===== src/rtl/core/mftp_pkg.sv =====
// Shared types and constants of the MIDI file track event parser.
`timescale 1ns / 1ps

package mftp_pkg;

    // Special status and meta values.
    localparam logic [7:0] BYTE_SYSEX     = 8'hF0;
    localparam logic [7:0] BYTE_ESCAPE    = 8'hF7;
    localparam logic [7:0] BYTE_META      = 8'hFF;
    localparam logic [3:0] NIB_PROGRAM    = 4'hC;
    localparam logic [3:0] NIB_PRESSURE   = 4'hD;
    localparam logic [8:0] META_NONE      = 9'h1FF;
    localparam logic [8:0] META_END_TRACK = 9'h02F;

    // Error codes carried on a result.
    localparam logic [1:0] ERR_NONE     = 2'd0;
    localparam logic [1:0] ERR_STATUS   = 2'd1;
    localparam logic [1:0] ERR_TRUNC    = 2'd2;
    localparam logic [1:0] ERR_OVERFLOW = 2'd3;

    // Result queue geometry.
    localparam int QDEPTH = 4;
    localparam int QPTR_W = 2;
    localparam int QCNT_W = 3;

    typedef struct packed {
        logic [7:0]        msg_byte;
        logic              has_data;
        logic              first_of_event;
        logic              last_of_event;
        logic signed [8:0] meta_kind;
        logic [27:0]       delta_ticks;
        logic [31:0]       event_tick;
        logic              track_done;
        logic [1:0]        error_code;
        logic              final_for_input;
    } t_result;

    // Results produced by one accepted input item.
    typedef struct packed {
        logic [1:0] count;
        t_result    res0;
        t_result    res1;
    } t_push;

endpackage


===== src/rtl/core/mftp_parser.sv =====
// Track chunk decoder: parser state and the results of one input item.
`timescale 1ns / 1ps

module mftp_parser #(
    parameter int VLQ_MAX_BYTES = 4,
    parameter int TICK_BITS     = 32
) (
    input  logic            i_clk,
    input  logic            i_rst_n,
    input  logic            i_accept,
    input  logic [7:0]      i_byte_value,
    input  logic            i_track_start,
    input  logic            i_chunk_end,
    output mftp_pkg::t_push o_push
);
    import mftp_pkg::*;

    localparam int CNT_W = (VLQ_MAX_BYTES > 1) ? $clog2(VLQ_MAX_BYTES) : 1;
    localparam logic [CNT_W-1:0] CNT_LAST = CNT_W'(VLQ_MAX_BYTES - 1);
    localparam int EW = (TICK_BITS < 32) ? TICK_BITS : 32;

    localparam logic [2:0] PH_DELTA  = 3'd0;
    localparam logic [2:0] PH_STATUS = 3'd1;
    localparam logic [2:0] PH_MTYPE  = 3'd2;
    localparam logic [2:0] PH_LEN    = 3'd3;
    localparam logic [2:0] PH_BODY   = 3'd4;

    logic [2:0]           r_phase,  n_phase,  e_phase;
    logic [27:0]          r_acc,    n_acc,    e_acc;
    logic [CNT_W-1:0]     r_cnt,    n_cnt,    e_cnt;
    logic [7:0]           r_rs,     n_rs,     e_rs;
    logic [7:0]           r_status, n_status, e_status;
    logic [8:0]           r_meta,   n_meta,   e_meta;
    logic [27:0]          r_rem,    n_rem,    e_rem;
    logic [27:0]          r_delta,  n_delta,  e_delta;
    logic [TICK_BITS-1:0] r_tick,   n_tick,   e_tick;
    logic                 r_halted, n_halted, e_halted;
    logic                 r_fp,     n_fp,     e_fp;

    logic [27:0] acc_shift;
    logic        vlq_cont;
    logic        vlq_ovf;
    logic        end_track;
    logic [27:0] rem_dec;
    logic [31:0] tick32;
    logic        rs_short;
    logic        b_short;
    logic [1:0]  err;
    t_push       push;

    function automatic t_result mk_res(input logic [7:0] b, input logic has,
                                       input logic first, input logic last,
                                       input logic done, input logic [8:0] meta,
                                       input logic [27:0] delta,
                                       input logic [31:0] tick);
        t_result r;
        r.msg_byte        = b;
        r.has_data        = has;
        r.first_of_event  = first;
        r.last_of_event   = last;
        r.meta_kind       = meta;
        r.delta_ticks     = delta;
        r.event_tick      = tick;
        r.track_done      = done;
        r.error_code      = ERR_NONE;
        r.final_for_input = 1'b0;
        return r;
    endfunction

    always_comb begin
        // A track start clears the state before the byte is decoded.
        if (i_track_start) begin
            e_phase = PH_DELTA; e_acc = '0; e_cnt = '0; e_rs = '0; e_status = '0;
            e_meta = META_NONE; e_rem = '0; e_delta = '0; e_tick = '0;
            e_halted = 1'b0; e_fp = 1'b0;
        end else begin
            e_phase = r_phase; e_acc = r_acc; e_cnt = r_cnt; e_rs = r_rs;
            e_status = r_status; e_meta = r_meta; e_rem = r_rem; e_delta = r_delta;
            e_tick = r_tick; e_halted = r_halted; e_fp = r_fp;
        end

        n_phase = e_phase; n_acc = e_acc; n_cnt = e_cnt; n_rs = e_rs;
        n_status = e_status; n_meta = e_meta; n_rem = e_rem; n_delta = e_delta;
        n_tick = e_tick; n_halted = e_halted; n_fp = e_fp;

        acc_shift = {e_acc[20:0], i_byte_value[6:0]};
        vlq_cont  = i_byte_value[7];
        vlq_ovf   = vlq_cont && (e_cnt == CNT_LAST);
        end_track = (e_meta == META_END_TRACK);
        rem_dec   = e_rem - 28'd1;
        tick32    = 32'(e_tick[EW-1:0]);
        rs_short  = (e_rs[7:4] == NIB_PROGRAM) || (e_rs[7:4] == NIB_PRESSURE);
        b_short   = (i_byte_value[7:4] == NIB_PROGRAM) ||
                    (i_byte_value[7:4] == NIB_PRESSURE);
        err       = ERR_NONE;

        push.count = 2'd0;
        push.res0  = mk_res(8'h00, 1'b0, 1'b0, 1'b0, 1'b0, META_NONE, 28'd0, 32'd0);
        push.res1  = push.res0;

        if (!e_halted) begin
            unique case (e_phase)
                PH_DELTA: begin
                    n_acc = acc_shift;
                    if (vlq_cont) begin
                        if (vlq_ovf) begin
                            err = ERR_OVERFLOW;
                        end else begin
                            n_cnt = e_cnt + CNT_W'(1);
                        end
                    end else begin
                        n_delta = acc_shift;
                        n_tick  = e_tick + TICK_BITS'(acc_shift);
                        n_acc   = '0;
                        n_cnt   = '0;
                        n_phase = PH_STATUS;
                    end
                end
                PH_STATUS: begin
                    if (!i_byte_value[7]) begin
                        // Data byte in status position: running status repeats.
                        if (e_rs == 8'h00) begin
                            err = ERR_STATUS;
                        end else begin
                            n_status   = e_rs;
                            n_meta     = META_NONE;
                            push.count = 2'd2;
                            push.res0  = mk_res(e_rs, 1'b1, 1'b1, 1'b0, 1'b0,
                                                META_NONE, e_delta, tick32);
                            push.res1  = mk_res(i_byte_value, 1'b1, 1'b0, rs_short,
                                                1'b0, META_NONE, e_delta, tick32);
                            if (rs_short) begin
                                n_phase = PH_DELTA;
                            end else begin
                                n_rem   = 28'd1;
                                n_fp    = 1'b0;
                                n_phase = PH_BODY;
                            end
                        end
                    end else if (i_byte_value < BYTE_SYSEX) begin
                        n_rs       = i_byte_value;
                        n_status   = i_byte_value;
                        n_meta     = META_NONE;
                        push.count = 2'd1;
                        push.res0  = mk_res(i_byte_value, 1'b1, 1'b1, 1'b0, 1'b0,
                                            META_NONE, e_delta, tick32);
                        n_rem      = b_short ? 28'd1 : 28'd2;
                        n_fp       = 1'b0;
                        n_phase    = PH_BODY;
                    end else if (i_byte_value == BYTE_SYSEX ||
                                 i_byte_value == BYTE_ESCAPE) begin
                        n_status = i_byte_value;
                        n_meta   = META_NONE;
                        n_acc    = '0;
                        n_cnt    = '0;
                        n_phase  = PH_LEN;
                    end else if (i_byte_value == BYTE_META) begin
                        n_status = i_byte_value;
                        n_phase  = PH_MTYPE;
                    end else begin
                        err = ERR_STATUS;
                    end
                end
                PH_MTYPE: begin
                    n_meta  = {1'b0, i_byte_value};
                    n_acc   = '0;
                    n_cnt   = '0;
                    n_phase = PH_LEN;
                end
                PH_LEN: begin
                    n_acc = acc_shift;
                    if (vlq_cont) begin
                        if (vlq_ovf) begin
                            err = ERR_OVERFLOW;
                        end else begin
                            n_cnt = e_cnt + CNT_W'(1);
                        end
                    end else begin
                        n_acc = '0;
                        n_cnt = '0;
                        if (acc_shift == 28'd0) begin
                            // Empty sysex or meta event gives one marker.
                            push.count = 2'd1;
                            push.res0  = mk_res(8'h00, 1'b0, 1'b1, 1'b1, end_track,
                                                e_meta, e_delta, tick32);
                            n_phase    = PH_DELTA;
                            n_halted   = end_track;
                        end else begin
                            if (e_status == BYTE_SYSEX) begin
                                push.count = 2'd1;
                                push.res0  = mk_res(BYTE_SYSEX, 1'b1, 1'b1, 1'b0, 1'b0,
                                                    e_meta, e_delta, tick32);
                                n_fp       = 1'b0;
                            end else begin
                                n_fp = 1'b1;
                            end
                            n_rem   = acc_shift;
                            n_phase = PH_BODY;
                        end
                    end
                end
                default: begin
                    // Event body; unused phase codes behave the same way.
                    n_rem      = rem_dec;
                    n_fp       = 1'b0;
                    push.count = 2'd1;
                    if (rem_dec == 28'd0) begin
                        push.res0 = mk_res(i_byte_value, 1'b1, e_fp, 1'b1, end_track,
                                           e_meta, e_delta, tick32);
                        n_phase   = PH_DELTA;
                        n_halted  = end_track;
                    end else begin
                        push.res0 = mk_res(i_byte_value, 1'b1, e_fp, 1'b0, 1'b0,
                                           e_meta, e_delta, tick32);
                    end
                end
            endcase

            if (err != ERR_NONE) begin
                n_halted = 1'b1;
            end else if (i_chunk_end) begin
                if (!n_halted && !(n_phase == PH_DELTA && n_cnt == '0)) begin
                    err = ERR_TRUNC;
                end
                n_halted = 1'b1;
            end

            if (err != ERR_NONE && push.count == 2'd0) begin
                push.count = 2'd1;
            end

            if (push.count == 2'd2) begin
                push.res1.error_code      = err;
                push.res1.final_for_input = 1'b1;
            end else begin
                push.res0.error_code      = err;
                push.res0.final_for_input = 1'b1;
            end
        end
    end

    assign o_push = push;

    always_ff @(posedge i_clk) begin
        if (!i_rst_n) begin
            r_phase  <= PH_DELTA;
            r_acc    <= '0;
            r_cnt    <= '0;
            r_rs     <= '0;
            r_status <= '0;
            r_meta   <= META_NONE;
            r_rem    <= '0;
            r_delta  <= '0;
            r_tick   <= '0;
            r_halted <= 1'b0;
            r_fp     <= 1'b0;
        end else if (i_accept) begin
            r_phase  <= n_phase;
            r_acc    <= n_acc;
            r_cnt    <= n_cnt;
            r_rs     <= n_rs;
            r_status <= n_status;
            r_meta   <= n_meta;
            r_rem    <= n_rem;
            r_delta  <= n_delta;
            r_tick   <= n_tick;
            r_halted <= n_halted;
            r_fp     <= n_fp;
        end
    end

endmodule


===== src/rtl/core/mftp_out_queue.sv =====
// Result queue: takes up to two results per cycle and hands out one per cycle.
`timescale 1ns / 1ps

module mftp_out_queue (
    input  logic              i_clk,
    input  logic              i_rst_n,
    input  logic              i_push_en,
    input  mftp_pkg::t_push   i_push,
    input  logic              i_pop,
    output logic              o_room,
    output logic              o_valid,
    output mftp_pkg::t_result o_head
);
    import mftp_pkg::*;

    t_result           r_mem [QDEPTH];
    logic [QPTR_W-1:0] r_head, n_head;
    logic [QPTR_W-1:0] r_tail, n_tail;
    logic [QCNT_W-1:0] r_count, n_count;
    logic [1:0]        push_n;
    logic              pop_ok;

    assign push_n  = i_push_en ? i_push.count : 2'd0;
    assign pop_ok  = i_pop && (r_count != '0);
    assign n_head  = r_head + QPTR_W'(pop_ok);
    assign n_tail  = r_tail + QPTR_W'(push_n);
    assign n_count = r_count + QCNT_W'(push_n) - QCNT_W'(pop_ok);

    // Room is kept for the largest burst one item can cause.
    assign o_room  = (r_count <= QCNT_W'(QDEPTH - 2));
    assign o_valid = (r_count != '0);
    assign o_head  = r_mem[r_head];

    always_ff @(posedge i_clk) begin
        if (push_n != 2'd0) begin
            r_mem[r_tail] <= i_push.res0;
        end
        if (push_n == 2'd2) begin
            r_mem[r_tail + QPTR_W'(1)] <= i_push.res1;
        end
    end

    always_ff @(posedge i_clk) begin
        if (!i_rst_n) begin
            r_head  <= '0;
            r_tail  <= '0;
            r_count <= '0;
        end else begin
            r_head  <= n_head;
            r_tail  <= n_tail;
            r_count <= n_count;
        end
    end

endmodule


===== src/rtl/core/midi_file_track_event_parser.sv =====
// Standard MIDI file track chunk parser, one chunk byte per input item.
// Input channel (i_in_valid / o_in_ready) takes one raw byte of the track
// chunk per item, with a track start flag on the first byte and a chunk end
// flag on the last. Output channel (o_out_valid / i_out_ready) delivers one
// result item per cycle: a message byte with its event's delta, absolute tick,
// meta type, event boundary marks, done flag and error code.
// Each byte is decoded in the cycle it is accepted; its results (none, one or
// two) are written into a four-entry result queue that hands them out in
// order. A byte is taken every cycle while the queue holds at most two
// results, so one-result bytes stream at one per cycle; a running-status byte
// makes two results and the sustained rate is then set by the output port at
// one result per cycle. When the receiver stalls the queue fills and
// o_in_ready drops until two entries are free again.
// Reset clears the parser state and empties the queue; a byte with the track
// start flag clears the parser state the same way before it is decoded.
// After end of track, an error or the chunk end, bytes are taken and dropped
// until the next track start.
`timescale 1ns / 1ps

module midi_file_track_event_parser #(
    parameter int VLQ_MAX_BYTES = 4,
    parameter int TICK_BITS     = 32
) (
    input  logic              i_clk,
    input  logic              i_rst_n,
    input  logic              i_in_valid,
    output logic              o_in_ready,
    input  logic [7:0]        i_byte_value,
    input  logic              i_track_start,
    input  logic              i_chunk_end,
    output logic              o_out_valid,
    input  logic              i_out_ready,
    output logic [7:0]        o_msg_byte,
    output logic              o_has_data,
    output logic              o_first_of_event,
    output logic              o_last_of_event,
    output logic signed [8:0] o_meta_kind,
    output logic [27:0]       o_delta_ticks,
    output logic [31:0]       o_event_tick,
    output logic              o_track_done,
    output logic [1:0]        o_error_code,
    output logic              o_final_for_input
);
    import mftp_pkg::*;

    logic    accept;
    t_push   push;
    t_result head;

    assign accept = i_in_valid && o_in_ready;

    mftp_parser #(
        .VLQ_MAX_BYTES(VLQ_MAX_BYTES),
        .TICK_BITS    (TICK_BITS)
    ) u_parser (
        .i_clk        (i_clk),
        .i_rst_n      (i_rst_n),
        .i_accept     (accept),
        .i_byte_value (i_byte_value),
        .i_track_start(i_track_start),
        .i_chunk_end  (i_chunk_end),
        .o_push       (push)
    );

    mftp_out_queue u_queue (
        .i_clk    (i_clk),
        .i_rst_n  (i_rst_n),
        .i_push_en(accept),
        .i_push   (push),
        .i_pop    (i_out_ready),
        .o_room   (o_in_ready),
        .o_valid  (o_out_valid),
        .o_head   (head)
    );

    assign o_msg_byte        = head.msg_byte;
    assign o_has_data        = head.has_data;
    assign o_first_of_event  = head.first_of_event;
    assign o_last_of_event   = head.last_of_event;
    assign o_meta_kind       = head.meta_kind;
    assign o_delta_ticks     = head.delta_ticks;
    assign o_event_tick      = head.event_tick;
    assign o_track_done      = head.track_done;
    assign o_error_code      = head.error_code;
    assign o_final_for_input = head.final_for_input;

    // A full queue always has something to hand out.
    a_stall_has_output: assert property (@(posedge i_clk) disable iff (!i_rst_n)
        !o_in_ready |-> o_out_valid)
        else $error("input stalled with an empty result queue");

    // Errors ride on the last result of their input item.
    a_error_is_final: assert property (@(posedge i_clk) disable iff (!i_rst_n)
        o_out_valid && (o_error_code != ERR_NONE) |-> o_final_for_input)
        else $error("error code on a result that is not final for its item");

    // End of track closes its event and its input item.
    a_done_closes_event: assert property (@(posedge i_clk) disable iff (!i_rst_n)
        o_out_valid && o_track_done |-> o_last_of_event && o_final_for_input)
        else $error("track done on a result that does not close the event");

    // A result without data is either an empty event marker or an error report.
    a_empty_marker: assert property (@(posedge i_clk) disable iff (!i_rst_n)
        o_out_valid && !o_has_data && (o_error_code == ERR_NONE)
            |-> o_first_of_event && o_last_of_event)
        else $error("empty result that is neither a marker nor an error");

endmodule

===== config.mk =====
export PLATFORM = sky130hd
export DESIGN_NAME = midi_file_track_event_parser
export DESIGN_NICKNAME = d
export VERILOG_FILES = /design/src/rtl/core/mftp_pkg.sv /design/src/rtl/core/mftp_parser.sv /design/src/rtl/core/mftp_out_queue.sv /design/src/rtl/core/midi_file_track_event_parser.sv
export SDC_FILE = /design/constraint.sdc
export NUM_CORES = 1
export LEC_CHECK = 0
export ABC_CLOCK_PERIOD_IN_PS = 7800
export BUFFER_PORTS_ARGS = -buffer_cell sky130_fd_sc_hd__buf_4
export CORE_MARGIN = 2
export CORE_UTILIZATION = 40
export DETAILED_ROUTE_END_ITERATION = 16
export GPL_ROUTABILITY_DRIVEN = 0
export HOLD_SLACK_MARGIN = 0.02
export PLACE_DENSITY = 0.53
export SETUP_SLACK_MARGIN = 0.1
export SLEW_MARGIN = 15
export SYNTH_ARGS = -nofsm -noshare
export SYNTH_HDL_FRONTEND = slang
export SYNTH_SLANG_ARGS = --single-unit

===== constraint.sdc =====
create_clock -name i_clk -period 7.8 [get_ports i_clk]
set_input_delay 1.17 -clock i_clk [delete_from_list [all_inputs] [get_ports i_clk]]
set_output_delay 1.17 -clock i_clk [all_outputs]
set_load 0.01 [all_outputs]

# Word level (Yosys, flattened, before mapping)
# Memories as Yosys holds them, arrays and structs flattened. A register that Yosys moved wholly into a read port is not among the register bits.
# Cells that the tools add are included.
# Widths: inputs -> output; s select.
totals:
  reg_bits: 155
  latch_bits: 0
  ramBits: 336
  romBits: 0
  input_bits: 14
  out_inout_bits: 86
  elab_cells: 187
  n_memories: 1
memory_table:
  columns: ["name", "words", "width", "read_ports", "rd_ports_with_merged_regs", "write_ports", "line_no", "rtl"]
  rows:
  - ["u_queue.r_mem", 4, 84, 1, 1, 2, "mftp_out_queue.sv:16", "t_result r_mem [QDEPTH];"]
classes:
  addsub: 8
  n_mul: 0
  n_div: 0
  magnitude_cmp: 2
  n_eq_ne: 15
  shifts: 0
  muxes: 122
  bitwise_logic: 0
  reduce_logical: 25
op_table:
  columns: ["operator", "n"]
  rows:
  - ["$mux 28", 18]
  - ["$mux 86", 4]
  - ["$mux 170", 2]
  - ["$pmux 86 s3", 1]
  - ["$mux 85", 2]
  - ["$mux 84", 2]
  - ["$pmux 28 s3", 2]
  - ["$mux 32", 4]
  - ["$mux 8", 13]
  - ["$mux 74", 1]
  - ["$logic_not 28->1", 2]
  - ["$mux 9", 6]
  - ["$mux 2", 23]
  - ["$mux 3", 15]
  - ["$add 32x28->32", 1]
  - ["$eq 8x8->1 const B", 4]
  - ["$sub 28x1->28 const B", 1]
  - ["$mux 1", 23]
  - ["$pmux 9 s2", 1]
  - ["$eq 4x4->1 const B", 4]
  - ["$pmux 3 s4", 1]
  - ["$eq 9x6->1 const B", 1]
  - ["$logic_not 8->1", 1]
  - ["$lt 8x8->1 const B", 1]
  - ["22 further kinds", 39]

# Depth between registers and ports, before layout
# Gate-level depths: netlist (run 1).
logic_depth:
  ltp_word: 27
  depth_mapped: 21
  ltp_nobuf: 13

# Hierarchy
# A second synthesis (run 1) with hierarchy kept.
unflattened:
  hier_cells: 2342
  area_unflattened_um2: 27445.1
modules_own_cells:
  columns: ["module", "instances", "cells_per_inst", "area_per_inst_um2", "seq_area_each_um2"]
  rows:
  - ["mftp_out_queue", 1, 865, 16758.6, 10229.8]
  - ["mftp_parser", 1, 1476, 10680.2, 2822.7]
  - ["midi_file_track_event_parser", 1, 1, 6.3, 0.0]

# Worst setup path after synthesis (run 1)
# OpenSTA, ideal clock, no wires.
synth_path:
  path_type: "input-to-reg"
  start: "in i_track_start"
  end: "mem u_queue.r_mem[0][0] (netlist bit), enable pin"
  setup_time_ns: 0.747
  arrival_time_ns: 6.263
  required_time_ns: 7.053
  path_slack_ns: 0.790
  stages: 19
  n_path_buf: 9
  path_cell_list: "buf_2 > buf_2 > clkbuf_1 > buf_1 > clkbuf_1 > clkbuf_1 > clkbuf_1 > nor2b_1 > ha_1 > nand2b_1 > a211o_1 > a211oi_1 > nand4_1 > and2_1 > o21a_1 > buf_2 > o21ai_2 > buf_2 > nand2_1"
synth_rtl:
  columns: ["element", "line_no", "rtl"]
  rows:
  - ["start: declaration", "midi_file_track_event_parser.sv:29", "input logic i_track_start,"]
  - ["end: declaration", "mftp_out_queue.sv:16", null]

==> results of run 1 <==
==> worst paths after layout <==
| check | startpoint | end | depth (start not counted) |
|---|---|---|---|
| max | i_track_start | u_queue.r_mem[3][77]$_DFFE_PP_ | 11 |
| min | u_queue.r_mem[3][74]$_SDFFE_PP0N_ | u_queue.r_mem[3][74]$_SDFFE_PP0N_ | 2 |
| max reg2reg | u_parser.r_rs[1]$_SDFFE_PN0P_ | u_queue.r_mem[3][77]$_DFFE_PP_ | 10 |
| min reg2reg | u_queue.r_mem[3][74]$_SDFFE_PP0N_ | u_queue.r_mem[3][74]$_SDFFE_PP0N_ | 2 |
==> final cells by class <==
cell class,count,area [µm²],area share
sequential,484,12600,0.452
timing repair buffer,136,1030,0.0371
tap,782,978,0.0352
clock buffer,76,1530,0.0548
multi-input combinational,1575,11300,0.406
clock inverter,26,337,0.0121
inverter,20,75.1,0.00270
==> flip-flops by register name (all words and copies together) (netlist names) <==
register,count
u_parser.r_rs,8
u_parser.r_meta,9
u_queue.r_head,2
u_parser.r_rem,28
u_parser.r_phase,3
u_queue.r_mem,336
u_parser.r_delta,28
u_parser.r_acc,21
u_parser.r_cnt,2
u_queue.r_count,3
u_parser.r_status,8
u_parser.r_tick,32
u_parser.r_halted,1
u_queue.r_tail,2
u_parser.r_fp,1
==> layer usage <==
metal,GRT usage,share of wire,routed length (µm)
met1,0.318,0.45,32200
met2,0.372,0.48,34400
met3,0.0280,0.052,3760
met4,0.0597,0.023,1650
met5,0,0,0
==> placed cells by master, fill, tap and decap left out, types with 7 or more instances in the layout <==
cell type	n
nor2_1	169
o21ai_0	106
clkbuf_1	14
nand3_1	32
inv_1	19
a21boi_0	17
buf_4	135
nor3_1	46
o221ai_1	9
a32oi_1	10
or3_1	10
a21oi_1	81
a211o_1	7
and2_1	20
o22ai_1	42
bufinv_16	7
a22oi_1	84
xnor2_1	17
a22o_1	7
mux2i_1	22
nand4_1	13
o211ai_1	14
edfxtp_1	288
or4_1	7
a31oi_1	11
a311o_1	7
nand2b_1	19
nor4_1	15
o21a_1	18
nand2_1	146
xor2_1	12
o21ai_1	13
dfxtp_1	194
nor2b_1	353
clkbuf_16	55
mux4_2	84
and3_1	7
ha_1	36
clkbuf_8	7
==> logic make-up after synthesis <==
logic type / after synthesis
AND/OR/NAND/NOR: 894
XOR/XNOR: 29
buffers and inverters: 182
multiplexers: 108
adder cells (fa/ha/maj): 38
flip-flops: 484
AO/OA/AOI/OAI: 506
==> Yosys cell counts, types with 7 or more instances <==
master,n
nor4_1,15
buf_1,23
a311o_1,7
a32oi_1,10
nand2b_1,19
buf_2,8
o21a_1,18
nor2b_1,353
mux4_2,84
nand4_1,13
xnor2_1,17
and2_1,20
a211o_1,7
nor2_1,172
o22ai_1,42
a21boi_0,17
o21ai_1,13
o21ai_0,107
ha_1,36
a31oi_1,11
or3_1,10
or4_1,7
nand2_1,150
inv_1,19
mux2i_1,22
a22oi_1,84
a21oi_1,86
dfxtp_1,196
nand3_1,32
xor2_1,12
nor3_1,48
o211ai_1,14
and3_1,7
edfxtp_1,288
o221ai_1,9
a22o_1,7
clkbuf_1,129
==> worst reg2reg max path, stage by stage, from the launching register on <==
cell	delay, ns
dfxtp_1	0.38
or4_1	0.58
o211ai_1	0.31
a211oi_2	0.18
nor3_4	0.73
nand4_1	0.23
and2_1	0.25
o21a_1	0.36
o21ai_1	0.86
nand2_4	0.62
buf_4	0.48
==> through the flow <==
stage | power, mW | hold WS [ns] | area, µm² | utilization | std cells
detailed placement | 4.65 | 0.452 | 26000 | 0.430 | 2997
global placement | 4.64 | 0.445 | 26000 | 0.430 | 2997
global route | 7.53 | 0.485 | 27800 | 0.461 | 3099
finish | 7.24 | 0.463 | 27800 | 0.461 | 3099
CTS | 7.33 | 0.465 | 27800 | 0.461 | 3099
floorplan | 3.99 | 0.432 | 24500 | - | 2241
==> power breakdown <==
part	internal (mW)	switching (mW)	total (mW)
clock network	1.60	1.07	2.67
logic	0.736	0.850	1.59
registers	2.85	0.132	2.99
==> flow_metrics.py, run 1 <==
metrics = {
    "critical_path": {
        "cp.required_ns": 8.14,
        "critPathArrivalTime_ns": 5.96,
        "critPathLaunchType": "input port",
        "crit_top_cell": "buf_4",
        "cp_max_fo": 46,
        "cp_slowest_cell": "o21ai_1",
        "critPathMaxStageDelay_ns": 0.86,
        "crit_chain": "buf_4, inv_1, nand2_1, a31oi_1, o221ai_1, nand4_1, and2_1, o21a_1, o21ai_1, nand2_4, buf_4",
        "rrSetupSlack_ns": 2.53,
        "path_class": "input port to flip-flop",
        "critPathTopFamily": "simple AND/OR/NAND/NOR gates",
        "path_buf_inv": 3,
        "cp-end-kind": "flip-flop",
    },
    "global_route": {
        "grt_max_degree": 90,
        "track_usage": 0.226,
        "antenna_found_initial": 0,
        "overflow": 0,
        "grt_pass1_wl_mm": 111,
        "grt_pass1_vias": 17900,
    },
    "synthesis": {
        "ys_types": 94,
        "ys_async_sr_fraction": 0,
        "syn_avg_cell_area_um2": 10.9,
        "ys_seq_area_frac": 0.514,
        "syn_nets": 2293,
        "ys.flop_type": "edfxtp_1",
        "synth-simple-area-share": 0.200,
        "synth-xor-area-share": 0.0104,
        "synth_top_family_by_area": "simple AND/OR/NAND/NOR gates",
        "synth_area_leaders": "edfxtp_1 (35%), dfxtp_1 (16%), nor2b_1 (9.0%), mux4_2 (7.7%), nor2_1 (2.6%)",
        "synth_compound_area_frac": 0.139,
        "yosysTopAreaCell": "edfxtp_1",
        "synth_top_area_frac": 0.354,
        "synth_area_mm2": 0.0245,
        "ys_ff_latch": 484,
        "yosys_warnings": 0,
        "synth-adder-area-share": 0.0201,
        "synth_edf_count": 288,
        "synth_mux_area_frac": 0.0873,
        "postSynthCellCount": 2241,
    },
    "floorplan": {
        "fp.coreArea_mm2": 0.0604,
        "io_pins": 100,
        "die-width_um": 251,
        "initial_core_util": 0.405,
        "die-area_mm2": 0.0631,
        "die_height_um": 251,
        "row_count": 90,
    },
    "cts": {
        "cts_hold_buf": 0,
        "cts_tree": "done",
        "cts_sinks": 484,
        "cts-root-buf": "clkbuf_16",
        "cts.reportedPaths.clkPinSlew_ns": 0.06,
        "htreeDepth": 2,
        "clk_latency_ns": 0.62,
        "clockBufferDepth": 3,
        "post_cts_resized": 0,
        "cts_setup_buffers": 0,
        "numCtsBuffers": 55,
    },
    "sta": {
        "finalSetupTns_ns": 0,
        "rsz0062_at_grt": "false",
        "setup_slack_ns": 2.18,
        "fmax_ghz": 0.178,
        "finalHoldViolCount": 0,
        "final.min_clock_period_ns": 5.62,
        "worst_pin_slew_ns": 1.12,
        "slew_violations": 0,
        "skew_ns": 0.0223,
        "slew_headroom": 0.247,
        "setup_viol": 0,
        "fin_crit_sh": 0.720,
    },
    "place": {
        "io_buffers": 99,
        "dp_slack_ns": 1.60,
        "hpwl_mm": 46.4,
    },
    "routing": {
        "detail-route-antenna-nets": 0,
        "drt_iter0_markers": 1666,
        "drc_errors": 0,
        "vias_per_cell": 5.87,
        "vias": 18200,
        "wl_per_cell_um": 23.2,
        "routed_wl_mm": 72.0,
        "drt_first_pass_iters": 5,
    },
    "power": {
        "p_per_area_mw_per_mm2": 260,
        "ir_drop_v": 0.000176,
        "power_leakage_nw": 9.16,
    },
    "run": {
        "timing.max_cap.violations": 0,
    },
    "finish": {
        "drive_gt1_frac": 0.152,
        "areaGrowthSynthToFinish_pct": 13.8,
        "diodes": 0,
        "nets": 2324,
        "fillers": 5627,
    },
    "outcome": {
        "status": "finished, final reports clean",
    },
    "worst_hold_path": {
        "hold_class": "flip-flop to flip-flop",
    },
}
Power figures use the tool's default switching activity.
==> run 2: changes to the inputs <==
--- a/config.mk
+++ b/config.mk
@@ -5,14 +5,14 @@
 export SDC_FILE = /design/constraint.sdc
 export NUM_CORES = 1
 export LEC_CHECK = 0
-export ABC_CLOCK_PERIOD_IN_PS = 7800
+export ABC_CLOCK_PERIOD_IN_PS = 4600
 export BUFFER_PORTS_ARGS = -buffer_cell sky130_fd_sc_hd__buf_4
 export CORE_MARGIN = 2
 export CORE_UTILIZATION = 40
 export DETAILED_ROUTE_END_ITERATION = 16
 export GPL_ROUTABILITY_DRIVEN = 0
 export HOLD_SLACK_MARGIN = 0.02
-export PLACE_DENSITY = 0.53
+export PLACE_DENSITY = 0.55
 export SETUP_SLACK_MARGIN = 0.1
 export SLEW_MARGIN = 15
 export SYNTH_ARGS = -nofsm -noshare
==> constraint.sdc (replaced) <==
create_clock -name i_clk -period 4.6 [get_ports i_clk]
set_input_delay 0.69 -clock i_clk [delete_from_list [all_inputs] [get_ports i_clk]]
set_output_delay 0.69 -clock i_clk [all_outputs]
set_load 0.01 [all_outputs]
==> run 2 against run 1 <==
Combinational power grew 73%. Die area unchanged. Global-route usage increased by 0.30 points. Worst hold slack worse by 0.0037 ns. Clock skew grew 0.017 ns. First-iteration DRC count is 14% higher. Sequential share of layout area shrank 0.81 points. Power rose by 68%. Design area grew 1.8%. Non-clock buffer count grew 49. Clock-buffer cell count decreased by 4. Utilization increased by 0.84 points. Critical path type is now flip-flop to flip-flop. Largest cell class unchanged. Largest power group unchanged.
==> flow_metrics.py, run 2 (synthesis results as in run 1) <==
metrics = {
    "routing": {
        "drt_iter0_markers": 1900,
        "wl_per_cell_um": 23.3,
        "drt_first_pass_iters": 6,
        "routed_wl_mm": 73.2,
        "detail-route-antenna-nets": 0,
        "drc_errors": 0,
        "vias": 18600,
        "vias_per_cell": 5.90,
    },
    "global_route": {
        "grt_max_degree": 85,
        "grt_pass1_wl_mm": 112,
        "overflow": 0,
        "track_usage": 0.229,
        "antenna_found_initial": 0,
        "grt_pass1_vias": 18300,
    },
    "sta": {
        "finalHoldViolCount": 0,
        "slew_headroom": 0.324,
        "rsz0062_at_grt": "false",
        "worst_pin_slew_ns": 1.01,
        "final.min_clock_period_ns": 3.72,
        "setup_viol": 0,
        "skew_ns": 0.0397,
        "fin_crit_sh": 0.810,
        "fmax_ghz": 0.269,
        "slew_violations": 0,
        "finalSetupTns_ns": 0,
        "hold_slack_ns": 0.459,
    },
    "cts": {
        "cts_hold_buf": 0,
        "cts_setup_buffers": 0,
        "cts_tree": "done",
        "numCtsBuffers": 53,
        "post_cts_resized": 0,
        "cts.reportedPaths.clkPinSlew_ns": 0.06,
        "cts_sinks": 484,
        "clockBufferDepth": 3,
        "htreeDepth": 2,
        "clk_latency_ns": 0.62,
        "cts-root-buf": "clkbuf_16",
    },
    "critical_path": {
        "critPathMaxStageDelay_ns": 0.41,
        "path_class": "flip-flop to flip-flop",
        "cp_max_fo": 32,
        "crit_chain": "nor2b_1, ha_2, and3b_1, a41o_1, a211o_1, a211oi_2, nand4_1, and2_4, o21a_1, o21ai_2, nand2_8, buf_12",
        "cp-end-kind": "flip-flop",
        "critPathTopFamily": "compound AO/OA/AOI/OAI gates",
        "cp.required_ns": 4.94,
        "path_buf_inv": 1,
        "critPathLaunchType": "flip-flop",
        "critPathArrivalTime_ns": 4.07,
        "cp_slowest_cell": "dfxtp_1",
    },
    "floorplan": {
        "die-area_mm2": 0.0631,
        "row_count": 90,
        "io_pins": 100,
        "die-width_um": 251,
        "die_height_um": 251,
        "fp.coreArea_mm2": 0.0604,
        "initial_core_util": 0.405,
    },
    "finish": {
        "final_cell_area_mm2": 0.0283,
        "most-common-layout-cells": "nor2b_1 (353), edfxtp_1 (288), dfxtp_1 (194)",
        "fin_cells": 3145,
        "drive_gt1_frac": 0.173,
        "areaGrowthSynthToFinish_pct": 15.9,
        "diodes": 0,
        "postLayoutCoreUtil": 0.469,
        "top_regs": "u_queue.r_mem: 336 flops, u_parser.r_tick: 32 flops",
        "largest_register": "u_queue.r_mem",
        "nets": 2371,
        "final-seq-area_mm2": 0.0126,
        "multi_input_area_mm2": 0.0114,
        "final_common_cell": "nor2b_1",
        "fillers": 5560,
        "largest_register_ffs": 336,
    },
    "place": {
        "dp.cells": 3046,
        "io_buffers": 99,
        "hpwl_mm": 48.1,
        "placed_area_mm2": 0.0266,
    },
    "worst_hold_path": {
        "hold_class": "flip-flop to flip-flop",
    },
    "power": {
        "p_per_area_mw_per_mm2": 429,
        "power_leakage_nw": 9.43,
        "ir_drop_v": 0.000317,
    },
    "run": {
        "timing.max_cap.violations": 0,
    },
    "outcome": {
        "status": "finished, final reports clean",
    },
}
-- run 2: changes by cell type in the layout (fill, tap and decap cells not counted), sizes merged --
cell      change
bufinv        -3
inv           -2
clkinv        +8
buf          +49
clkbuf        -4
clkinvlp      -2
-- run 2: power by group --
group          switching [mW]  internal [mW]  total [mW]
clock                    1.80           2.53        4.33
combinational            1.43           1.32        2.75
sequential              0.257           4.83        5.09
total                    3.48           8.68        12.2
-- run 2: final cells by class --
type | instances | share of cell area
repair buffers | 185 | 0.0556
inverters | 20 | 0.00265
multi-input cells | 1575 | 0.401
clock buffers | 72 | 0.0533
clock inverters | 27 | 0.00901
well taps | 782 | 0.0345
flip-flops and latches | 484 | 0.444
-- run 2: final timing paths --
path                                      from                                 to  slack, ns  depth (start not counted)
max             u_parser.r_cnt[0]$_SDFFE_PN0P_     u_queue.r_mem[3][47]$_DFFE_PP_       0.88                         12
min          u_queue.r_mem[2][74]$_SDFFE_PP0N_  u_queue.r_mem[2][74]$_SDFFE_PP0N_       0.46                          2
max reg2reg     u_parser.r_cnt[0]$_SDFFE_PN0P_     u_queue.r_mem[3][47]$_DFFE_PP_       0.88                         12
min reg2reg  u_queue.r_mem[2][74]$_SDFFE_PP0N_  u_queue.r_mem[2][74]$_SDFFE_PP0N_       0.46                          2
-- run 2: layer usage --
layer,share of wire,routed length [µm],vias to the layer above,global-route usage
met4,0.026,1910,0,0.0658
met2,0.47,34300,606,0.373
met1,0.45,33100,9335,0.322
li1,-,-,8497,-
met5,0,0,-,0
met3,0.053,3860,120,0.0298
-- run 2: metrics by stage --
stage	setup WS (ns)	power (mW)
5_1_grt	0.680	12.6
6_report	0.876	12.2
4_1_cts	0.882	12.3
2_1_floorplan	0.113	6.78
3_3_place_gp	0.436	7.95
3_5_place_dp	0.397	7.97
-- run 2: tightest hold or removal path: cells and delay by family (launching register included) --
kind             cells  cell delay (ns)
and+or+nand+nor      1             0.05
DFF                  1             0.30
muxes                1             0.05
